==> src/rtl/core/zfe_pkg.sv <==
package zfe_pkg;

  localparam int DATA_W = 16;
  localparam int CFG_W = 13;
  localparam int QUOT_W = 17;
  localparam int DIV_STEPS = QUOT_W;
  localparam int DIV_CNT_W = $clog2(DIV_STEPS);

  localparam int DEF_MAX_SYMBOL_SAMPLES = 8192;
  localparam int SPS_RESET = 736;

  localparam logic [31:0] POWER_FLOOR = 32'd1000;
  localparam logic [QUOT_W-1:0] SAT_POS_MAG = 17'd32767;
  localparam logic [QUOT_W-1:0] SAT_NEG_MAG = 17'd32768;
  localparam logic signed [DATA_W-1:0] SAT_HIGH = 16'sh7fff;
  localparam logic signed [DATA_W-1:0] SAT_LOW = 16'sh8000;

  typedef logic signed [DATA_W-1:0] sample_t;

  typedef struct packed {
    logic load;
    logic est_load;
    logic mul;
    logic pwr;
    logic prep;
    logic div_step;
    logic out_load;
  } zfe_cmd_t;

  typedef struct packed {
    logic div_last;
  } zfe_sts_t;

endpackage

==> src/rtl/core/zfe_if.sv <==
interface zfe_in_if;
  logic valid;
  logic ready;
  zfe_pkg::sample_t sample_re;
  zfe_pkg::sample_t sample_im;
  logic last_in;

  modport source (output valid, output sample_re, output sample_im, output last_in,
                  input ready);
  modport sink (input valid, input sample_re, input sample_im, input last_in,
                output ready);
endinterface

interface zfe_out_if;
  logic valid;
  logic ready;
  zfe_pkg::sample_t eq_re;
  zfe_pkg::sample_t eq_im;
  logic last_out;

  modport source (output valid, output eq_re, output eq_im, output last_out,
                  input ready);
  modport sink (input valid, input eq_re, input eq_im, input last_out,
                output ready);
endinterface

==> src/rtl/core/zfe_ctrl.sv <==
module zfe_ctrl #(
  parameter int MAX_SYMBOL_SAMPLES = zfe_pkg::DEF_MAX_SYMBOL_SAMPLES
) (
  input  logic                        clk,
  input  logic                        rst_n,
  input  logic                        in_valid,
  output logic                        in_ready,
  output logic                        out_valid,
  input  logic                        out_ready,
  input  logic                        cfg_we,
  input  logic [zfe_pkg::CFG_W-1:0]   cfg_wdata,
  output zfe_pkg::zfe_cmd_t           cmd,
  input  zfe_pkg::zfe_sts_t           sts
);
  import zfe_pkg::*;

  localparam int CNT_W = $clog2(MAX_SYMBOL_SAMPLES);
  localparam logic [CNT_W-1:0] SPS_MAX = CNT_W'(MAX_SYMBOL_SAMPLES - 1);
  localparam logic [CNT_W-1:0] SPS_RST =
      (SPS_RESET >= MAX_SYMBOL_SAMPLES) ? SPS_MAX : CNT_W'(SPS_RESET);

  typedef enum logic [2:0] {
    ST_IDLE,
    ST_MUL,
    ST_PWR,
    ST_PREP,
    ST_DIV,
    ST_DONE
  } state_t;

  state_t           state_r, state_nxt;
  logic             in_ready_r, in_ready_nxt;
  logic             out_valid_r, out_valid_nxt;
  logic             est_r, est_nxt;
  logic [CNT_W-1:0] left_r, left_nxt;
  logic [CNT_W-1:0] sps_r, sps_nxt;
  logic             accept;
  logic             out_free;

  assign accept   = in_valid && in_ready_r;
  assign out_free = !out_valid_r || out_ready;

  assign in_ready  = in_ready_r;
  assign out_valid = out_valid_r;

  always_comb begin
    cmd          = '0;
    cmd.load     = accept;
    cmd.est_load = accept && (left_r == '0);
    cmd.mul      = (state_r == ST_MUL);
    cmd.pwr      = (state_r == ST_PWR);
    cmd.prep     = (state_r == ST_PREP);
    cmd.div_step = (state_r == ST_DIV);
    cmd.out_load = (state_r == ST_DONE) && out_free;
  end

  always_comb begin
    state_nxt     = state_r;
    in_ready_nxt  = in_ready_r;
    out_valid_nxt = out_valid_r;
    est_nxt       = est_r;
    left_nxt      = left_r;
    sps_nxt       = sps_r;

    if (cfg_we) begin
      sps_nxt = (32'(cfg_wdata) >= 32'(MAX_SYMBOL_SAMPLES)) ? SPS_MAX : CNT_W'(cfg_wdata);
    end
    if (out_valid_r && out_ready) begin
      out_valid_nxt = 1'b0;
    end

    case (state_r)
      ST_IDLE: begin
        if (accept) begin
          in_ready_nxt = 1'b0;
          state_nxt    = ST_MUL;
          if (left_r == '0) begin
            est_nxt  = 1'b1;
            left_nxt = sps_r;
          end else begin
            est_nxt  = 1'b0;
            left_nxt = left_r - 1'b1;
          end
        end
      end
      ST_MUL: begin
        state_nxt = est_r ? ST_PWR : ST_PREP;
      end
      ST_PWR: begin
        state_nxt    = ST_IDLE;
        in_ready_nxt = 1'b1;
      end
      ST_PREP: begin
        state_nxt = ST_DIV;
      end
      ST_DIV: begin
        if (sts.div_last) begin
          state_nxt = ST_DONE;
        end
      end
      ST_DONE: begin
        if (out_free) begin
          out_valid_nxt = 1'b1;
          in_ready_nxt  = 1'b1;
          state_nxt     = ST_IDLE;
        end
      end
      default: begin
        state_nxt    = ST_IDLE;
        in_ready_nxt = 1'b1;
      end
    endcase
  end

  always_ff @(posedge clk) begin
    if (!rst_n) begin
      state_r     <= ST_IDLE;
      in_ready_r  <= 1'b1;
      out_valid_r <= 1'b0;
      est_r       <= 1'b0;
      left_r      <= '0;
      sps_r       <= SPS_RST;
    end else begin
      state_r     <= state_nxt;
      in_ready_r  <= in_ready_nxt;
      out_valid_r <= out_valid_nxt;
      est_r       <= est_nxt;
      left_r      <= left_nxt;
      sps_r       <= sps_nxt;
    end
  end

endmodule

==> src/rtl/core/zfe_datapath.sv <==
module zfe_datapath (
  input  logic                 clk,
  input  zfe_pkg::zfe_cmd_t    cmd,
  output zfe_pkg::zfe_sts_t    sts,
  input  zfe_pkg::sample_t     in_sample_re,
  input  zfe_pkg::sample_t     in_sample_im,
  input  logic                 in_last,
  output zfe_pkg::sample_t     eq_re,
  output zfe_pkg::sample_t     eq_im,
  output logic                 last_out
);
  import zfe_pkg::*;

  sample_t                smp_re_r, smp_im_r;
  sample_t                chan_re_r, chan_im_r;
  logic                   last_r;
  logic [31:0]            pwr_r;
  logic signed [31:0]     prod0_r, prod1_r, prod2_r, prod3_r;

  logic [31:0]            rem_re_r, rem_im_r;
  logic [QUOT_W-1:0]      q_re_r, q_im_r;
  logic [QUOT_W-1:0]      dvd_re_r, dvd_im_r;
  logic                   neg_re_r, neg_im_r;
  logic                   ovf_re_r, ovf_im_r;
  logic [DIV_CNT_W-1:0]   cnt_r;

  sample_t                eq_re_r, eq_im_r;
  logic                   last_out_r;

  logic [32:0]            pwr_sum;
  logic signed [31:0]     w_re, w_im;
  logic [31:0]            mag_re, mag_im;
  logic [32:0]            t_re, t_im;
  logic                   ge_re, ge_im;

  function automatic sample_t sat_quot(input logic [QUOT_W-1:0] q, input logic ovf,
                                       input logic neg);
    logic [QUOT_W-1:0] nq;
    nq = ~q + 1'b1;
    if (!neg) begin
      return (ovf || q > SAT_POS_MAG) ? SAT_HIGH : sample_t'(q[DATA_W-1:0]);
    end
    return (ovf || q > SAT_NEG_MAG) ? SAT_LOW : sample_t'(nq[DATA_W-1:0]);
  endfunction

  assign pwr_sum = 33'(unsigned'(prod0_r)) + 33'(unsigned'(prod1_r));

  // numerators, wrapped to 32 bits
  assign w_re   = prod0_r + prod1_r;
  assign w_im   = prod2_r - prod3_r;
  assign mag_re = w_re[31] ? 32'(-w_re) : unsigned'(w_re);
  assign mag_im = w_im[31] ? 32'(-w_im) : unsigned'(w_im);

  // one restoring step per cycle, both parts side by side
  assign t_re  = {rem_re_r, dvd_re_r[QUOT_W-1]};
  assign t_im  = {rem_im_r, dvd_im_r[QUOT_W-1]};
  assign ge_re = t_re >= {1'b0, pwr_r};
  assign ge_im = t_im >= {1'b0, pwr_r};

  assign sts.div_last = (cnt_r == '0);

  always_ff @(posedge clk) begin
    if (cmd.load) begin
      smp_re_r <= in_sample_re;
      smp_im_r <= in_sample_im;
      last_r   <= in_last;
    end
    if (cmd.est_load) begin
      chan_re_r <= in_sample_re;
      chan_im_r <= in_sample_im;
    end
    // for an estimate the stored channel is the sample itself, so these give |H|^2 terms
    if (cmd.mul) begin
      prod0_r <= smp_re_r * chan_re_r;
      prod1_r <= smp_im_r * chan_im_r;
      prod2_r <= smp_im_r * chan_re_r;
      prod3_r <= smp_re_r * chan_im_r;
    end
    if (cmd.pwr) begin
      pwr_r <= (pwr_sum < 33'(POWER_FLOOR)) ? POWER_FLOOR : pwr_sum[31:0];
    end
    if (cmd.prep) begin
      neg_re_r <= w_re[31];
      neg_im_r <= w_im[31];
      rem_re_r <= {2'b00, mag_re[31:2]};
      rem_im_r <= {2'b00, mag_im[31:2]};
      // quotient of 2^17 or more saturates either way
      ovf_re_r <= {2'b00, mag_re[31:2]} >= pwr_r;
      ovf_im_r <= {2'b00, mag_im[31:2]} >= pwr_r;
      dvd_re_r <= {mag_re[1:0], 15'd0};
      dvd_im_r <= {mag_im[1:0], 15'd0};
      q_re_r   <= '0;
      q_im_r   <= '0;
      cnt_r    <= DIV_CNT_W'(DIV_STEPS - 1);
    end
    if (cmd.div_step) begin
      rem_re_r <= ge_re ? 32'(t_re - {1'b0, pwr_r}) : t_re[31:0];
      rem_im_r <= ge_im ? 32'(t_im - {1'b0, pwr_r}) : t_im[31:0];
      q_re_r   <= {q_re_r[QUOT_W-2:0], ge_re};
      q_im_r   <= {q_im_r[QUOT_W-2:0], ge_im};
      dvd_re_r <= {dvd_re_r[QUOT_W-2:0], 1'b0};
      dvd_im_r <= {dvd_im_r[QUOT_W-2:0], 1'b0};
      cnt_r    <= cnt_r - 1'b1;
    end
    if (cmd.out_load) begin
      eq_re_r    <= sat_quot(q_re_r, ovf_re_r, neg_re_r);
      eq_im_r    <= sat_quot(q_im_r, ovf_im_r, neg_im_r);
      last_out_r <= last_r;
    end
  end

  assign eq_re    = eq_re_r;
  assign eq_im    = eq_im_r;
  assign last_out = last_out_r;

endmodule

==> src/rtl/core/zero_forcing_equalizer.sv <==
// single-tap zero-forcing equalizer, one channel estimate per symbol
// data sample path: multiply, prepare, restoring division of both parts side by side
//   against the shared power, output load; an estimate goes through multiply and power
// one item in flight: a new sample or estimate is accepted only once the last is through,
//   and a held result delays the next accept
// reset: synchronous active-low, next item is an estimate, samples per symbol 736
module zero_forcing_equalizer #(
  parameter int MAX_SYMBOL_SAMPLES = zfe_pkg::DEF_MAX_SYMBOL_SAMPLES
) (
  input  logic                      clk,
  input  logic                      rst_n,
  zfe_in_if.sink                    in_ch,
  zfe_out_if.source                 out_ch,
  input  logic                      cfg_we,
  input  logic [zfe_pkg::CFG_W-1:0] cfg_wdata
);
  import zfe_pkg::*;

  zfe_cmd_t cmd;
  zfe_sts_t sts;

  zfe_ctrl #(
    .MAX_SYMBOL_SAMPLES(MAX_SYMBOL_SAMPLES)
  ) u_ctrl (
    .clk       (clk),
    .rst_n     (rst_n),
    .in_valid  (in_ch.valid),
    .in_ready  (in_ch.ready),
    .out_valid (out_ch.valid),
    .out_ready (out_ch.ready),
    .cfg_we    (cfg_we),
    .cfg_wdata (cfg_wdata),
    .cmd       (cmd),
    .sts       (sts)
  );

  zfe_datapath u_datapath (
    .clk          (clk),
    .cmd          (cmd),
    .sts          (sts),
    .in_sample_re (in_ch.sample_re),
    .in_sample_im (in_ch.sample_im),
    .in_last      (in_ch.last_in),
    .eq_re        (out_ch.eq_re),
    .eq_im        (out_ch.eq_im),
    .last_out     (out_ch.last_out)
  );

endmodule

==> src/flat_wrapper.sv <==
// flat-port wrapper written by rule: the top's interface ports become plain ports
module zero_forcing_equalizer_flat import zfe_pkg::*;
#(
  parameter int MAX_SYMBOL_SAMPLES = zfe_pkg::DEF_MAX_SYMBOL_SAMPLES
)
  (clk, rst_n, cfg_we, cfg_wdata, in_ch_valid, in_ch_sample_re, in_ch_sample_im, in_ch_last_in, in_ch_ready, out_ch_valid, out_ch_eq_re, out_ch_eq_im, out_ch_last_out, out_ch_ready);
  zfe_in_if in_ch_i ();
  zfe_out_if out_ch_i ();
  input  logic clk;
  input  logic rst_n;
  input  logic cfg_we;
  input  logic [zfe_pkg::CFG_W-1:0] cfg_wdata;
  input wire logic [$bits(in_ch_i.valid)-1:0] in_ch_valid;
  input wire logic [$bits(in_ch_i.sample_re)-1:0] in_ch_sample_re;
  input wire logic [$bits(in_ch_i.sample_im)-1:0] in_ch_sample_im;
  input wire logic [$bits(in_ch_i.last_in)-1:0] in_ch_last_in;
  output wire logic [$bits(in_ch_i.ready)-1:0] in_ch_ready;
  output wire logic [$bits(out_ch_i.valid)-1:0] out_ch_valid;
  output wire logic [$bits(out_ch_i.eq_re)-1:0] out_ch_eq_re;
  output wire logic [$bits(out_ch_i.eq_im)-1:0] out_ch_eq_im;
  output wire logic [$bits(out_ch_i.last_out)-1:0] out_ch_last_out;
  input wire logic [$bits(out_ch_i.ready)-1:0] out_ch_ready;
  assign in_ch_i.valid = in_ch_valid;
  assign in_ch_i.sample_re = in_ch_sample_re;
  assign in_ch_i.sample_im = in_ch_sample_im;
  assign in_ch_i.last_in = in_ch_last_in;
  assign in_ch_ready = in_ch_i.ready;
  assign out_ch_valid = out_ch_i.valid;
  assign out_ch_eq_re = out_ch_i.eq_re;
  assign out_ch_eq_im = out_ch_i.eq_im;
  assign out_ch_last_out = out_ch_i.last_out;
  assign out_ch_i.ready = out_ch_ready;
  zero_forcing_equalizer #(.MAX_SYMBOL_SAMPLES(MAX_SYMBOL_SAMPLES)) u_core (.clk(clk), .rst_n(rst_n), .in_ch(in_ch_i), .out_ch(out_ch_i), .cfg_we(cfg_we), .cfg_wdata(cfg_wdata));
endmodule
==> config.mk <==
export PLATFORM = sky130hd
export DESIGN_NAME = zero_forcing_equalizer_flat
export DESIGN_NICKNAME = d
export VERILOG_FILES = /design/src/rtl/core/zfe_pkg.sv /design/src/rtl/core/zfe_if.sv /design/src/rtl/core/zfe_ctrl.sv /design/src/rtl/core/zfe_datapath.sv /design/src/rtl/core/zero_forcing_equalizer.sv /design/src/flat_wrapper.sv
export SDC_FILE = /design/constraint.sdc
export NUM_CORES = 2
export LEC_CHECK = 0
export ABC_AREA = 1
export BUFFER_PORTS_ARGS = -buffer_cell sky130_fd_sc_hd__buf_4
export CAP_MARGIN = 40
export CORE_UTILIZATION = 63
export DETAILED_ROUTE_END_ITERATION = 16
export GPL_TIMING_DRIVEN = 0
export PLACE_DENSITY = 0.89
export SLEW_MARGIN = 10
export SYNTH_ARGS = -nofsm -noshare
export SYNTH_HDL_FRONTEND = slang
export SYNTH_HIERARCHICAL = 1
export SYNTH_SLANG_ARGS = --single-unit
==> constraint.sdc <==
create_clock -name clk -period 7.7 [get_ports clk]
set_input_delay 0.77 -clock clk [delete_from_list [all_inputs] [get_ports clk]]
set_output_delay 0.77 -clock clk [all_outputs]
set_load 0.005 [all_outputs]
==> flow_summary_export.csv <==
group,metric,value,unit
sta,period_share,98.9,%
yosys,synth_flop_cell,"edfxtp_1",
clock_network,tritoncts,"done",
drt,detail_route.wl_per_cell,22.8,um
sta,fin_crit,7610,ps
clock_network,cts_sinks,401,
sta,fin_ws,88.3,ps
yosys,yosys.area_share.simple,18.2,%
sta,timing.final.hold_violations,0,
setup_path,cp_num_buf_inv,6,
sta,fin_tns_setup,0,ps
setup_path,crit_fanout,10,
setup_path,crit_family,"adder cells",
clock_network,htree_levels,2,
setup_path,crit_slowest_cell,"fa_1",
yosys,synth-edff-count,369,
yosys,synth_xor_area_share,3.55,%
drt,drt-initial-drc-count,6846,
setup_path,cp.required,8100,ps
yosys,synth_area_leader_cell,"fa_1",
drt,wl,233000,um
setup_path,critPathArrivalTime,8010,ps
flow_run,cap_viol_max_count,0,
sta,slew-limit-headroom,26.6,%
finish,drive_gt1_share,4.41,%
finish,stdcell_area,73200,um^2
yosys,yosysTopAreaCellShare,30.9,%
global_route,track_usage,43.5,%
setup_path,rrSetupSlack,90,ps
global_route,gr-total-overflow,0,
yosys,async_flop_share,0,%
place,place_ws,116,ps
yosys,synth_area,68100,um^2
place,hpwl,192000,um
yosys,ys_top_cells_by_count,"inv_1 (2349), nand2_1 (2132), fa_1 (1052)",
yosys,syn_area_per_cell,7.92,um^2
clock_network,clk_latency,710,ps
setup_path,worstSetupPathType,"flop to flop",
run_status,status,"completed",
yosys,yosysWarnings,6,
die,initial_core_util,63.6,%
die,rows,120,
sta,worst_pin_slew,1100,ps
drt,drc_errors,0,
sta,maxSlewViolCount,0,
yosys,ys_seq_area_share,17.2,%
yosys,synth_cells,8604,
global_route,grt_antenna_before_repair,4,
clock_network,clk_pin_slew,70,ps
clock_network,cts-root-buf,"clkbuf_16",
drt,num_vias,58900,
global_route,grt_first_pass_wirelength,348000,um
yosys,syn_nets,10200,
clock_network,clockBufferDepth,3,
global_route,grt_pass1_vias,59600,
global_route,grt_max_degree,40,
sta,rsz0062_at_grt,"false",
drt,via_per_inst,5.75,
yosys,synth.distinct_cells,62,
finish,fin_nets,10400,
die,pin_count,86,
min_path,hp-class,"input pin to flop",
drt,final_antenna_net_count,0,
yosys,synth_seq_cells,401,
yosys,synth.area.mux_share,0,%
die,dieHeight,331,um
yosys,synthAdderAreaFrac,40.5,%
drt,drt_pass1_iterations,7,
sta,finalSetupViolations,0,
setup_path,path_cells,"clkbuf_1 > inv_1 > clkbuf_1 > nor2_1 > fa_1 > fa_1 > fa_1 > fa_1 > fa_1 > inv_1 > fa_1 > inv_1 > ha_1 > a21oi_1 > inv_1 > a31oi_1 > nor3_1 > a211oi_1 > o21a_1 > o41ai_1 > xor2_2",
clock_network,cts_setup_buffers,0,
die,die_area,109000,um^2
setup_path,max_stage_delay,770,ps
place,gp_congestion,1.07,
finish,area_growth_syn_to_layout,7.37,%
finish,final_util,68.2,%
die,core_area,107000,um^2
yosys,synth.most_common_cell,"inv_1",
setup_path,cp-start-kind,"flop",
yosys,synth_area_leaders,"fa_1 (31%), edfxtp_1 (16%), inv_1 (13%)",
setup_path,crit_path_frequent_cell,"fa_1",
sta,fmax,0.131,GHz
yosys,synth-compound-area-share,6.00,%
setup_path,end_kind,"flop",
yosys,synth_top_family_by_area,"adder cells",
sta,fin_skew,55.7,ps
place,port_buffers,85,
die,die_w,331,um
clock_network,cts_made_buffers,50,
place,dpl_cell_area,71200,um^2
-- what timing repair did --
action,in CTS,in global routing
gates resized for setup,0,15
endpoints found under the setup margin,0,7
hold buffers,0,0
-- sequential cells by signal, indices dropped and copies added, names as in the netlist, 17 cells and up --
register and flops:
u_core/u_datapath/q_re_r 17, u_core/u_datapath/rem_im_r 32, u_core/u_datapath/pwr_r 32, u_core/u_datapath/prod1_r 32, u_core/u_datapath/prod2_r 32, u_core/u_datapath/rem_re_r 32
u_core/u_datapath/q_im_r 17, u_core/u_datapath/prod0_r 32, u_core/u_datapath/prod3_r 32
-- placed cells by master, fill, tap and decap left out, types with 9 or more instances in the layout --
cell	synthesis	routed
xor2_1	167	164
edfxtp_1	369	369
clkbuf_16	0	51
o221ai_1	11	11
dfxtp_1	32	32
nor2_4	9	12
a31oi_1	23	23
o21ai_1	10	10
inv_1	2349	2349
or2_2	10	9
nor2_1	389	386
a21oi_1	301	301
nand3b_1	11	11
nor3_1	56	55
xnor2_1	100	100
nand2_1	2132	2132
nand3_2	10	10
nor2_2	32	32
clkbuf_1	216	221
buf_2	11	11
fa_1	1052	1052
buf_4	6	92
o21ai_0	216	216
and2_1	11	11
buf_6	4	38
o21bai_1	22	22
a21o_1	10	10
o21a_1	14	14
nand4_1	66	66
ha_1	524	524
nand3_1	244	244
buf_8	0	17
inv_2	14	14
nor4_1	12	12
o211ai_1	45	45
a21boi_0	14	14
nand2_2	29	29
-- routing by layer --
metal | global-route usage, % | routed length, um
met3 | 11.5 | 27000
met4 | 37.0 | 25400
met1 | 51.6 | 80600
met2 | 66.2 | 100000
met5 | 0 | 26
-- cell type report --
| cell class | instances | area [um^2] |
|---|---|---|
| Clock inverter | 29 | 413 |
| Tap cell | 1403 | 1760 |
| Inverter | 2366 | 8880 |
| Clock buffer | 64 | 1360 |
| Multi-Input combinational cell | 5592 | 46600 |
| Buffer | 245 | 993 |
| Fill cell | 8750 | 34100 |
| Sequential cell | 401 | 11700 |
| Timing Repair Buffer | 144 | 1430 |
| Antenna cell | 4 | 10.0 |
-- path summary, 6_finish.rpt --
path,start,end,cells after the start
hold / removal,in_ch_sample_re[13],u_core/u_datapath/chan_re_r[13],1
setup / recovery,u_core/u_datapath/chan_im_r[15],u_core/u_datapath/prod3_r[28],21
hold reg to reg,u_core/u_datapath/last_r,u_core/u_datapath/last_out,0
setup reg to reg,u_core/u_datapath/chan_im_r[15],u_core/u_datapath/prod3_r[28],21
-- cells by family after synthesis --
group	Yosys count
compound gates	716
buf+inv	2611
fa+ha+maj	1576
xor+xnor	272
flops	401
simple gates	3028
-- stage by stage --
step | hold slack, ps | instances
global placement | 403 | 10100
CTS | 220 | 10200
global route | 227 | 10200
finish | 245 | 10200
floorplan | 400 | 8604
detailed placement | 422 | 10100
Power is left out: the tool's default activity adds up to more than one toggle a clock period on the data nets, which glitch-free logic cannot reach.
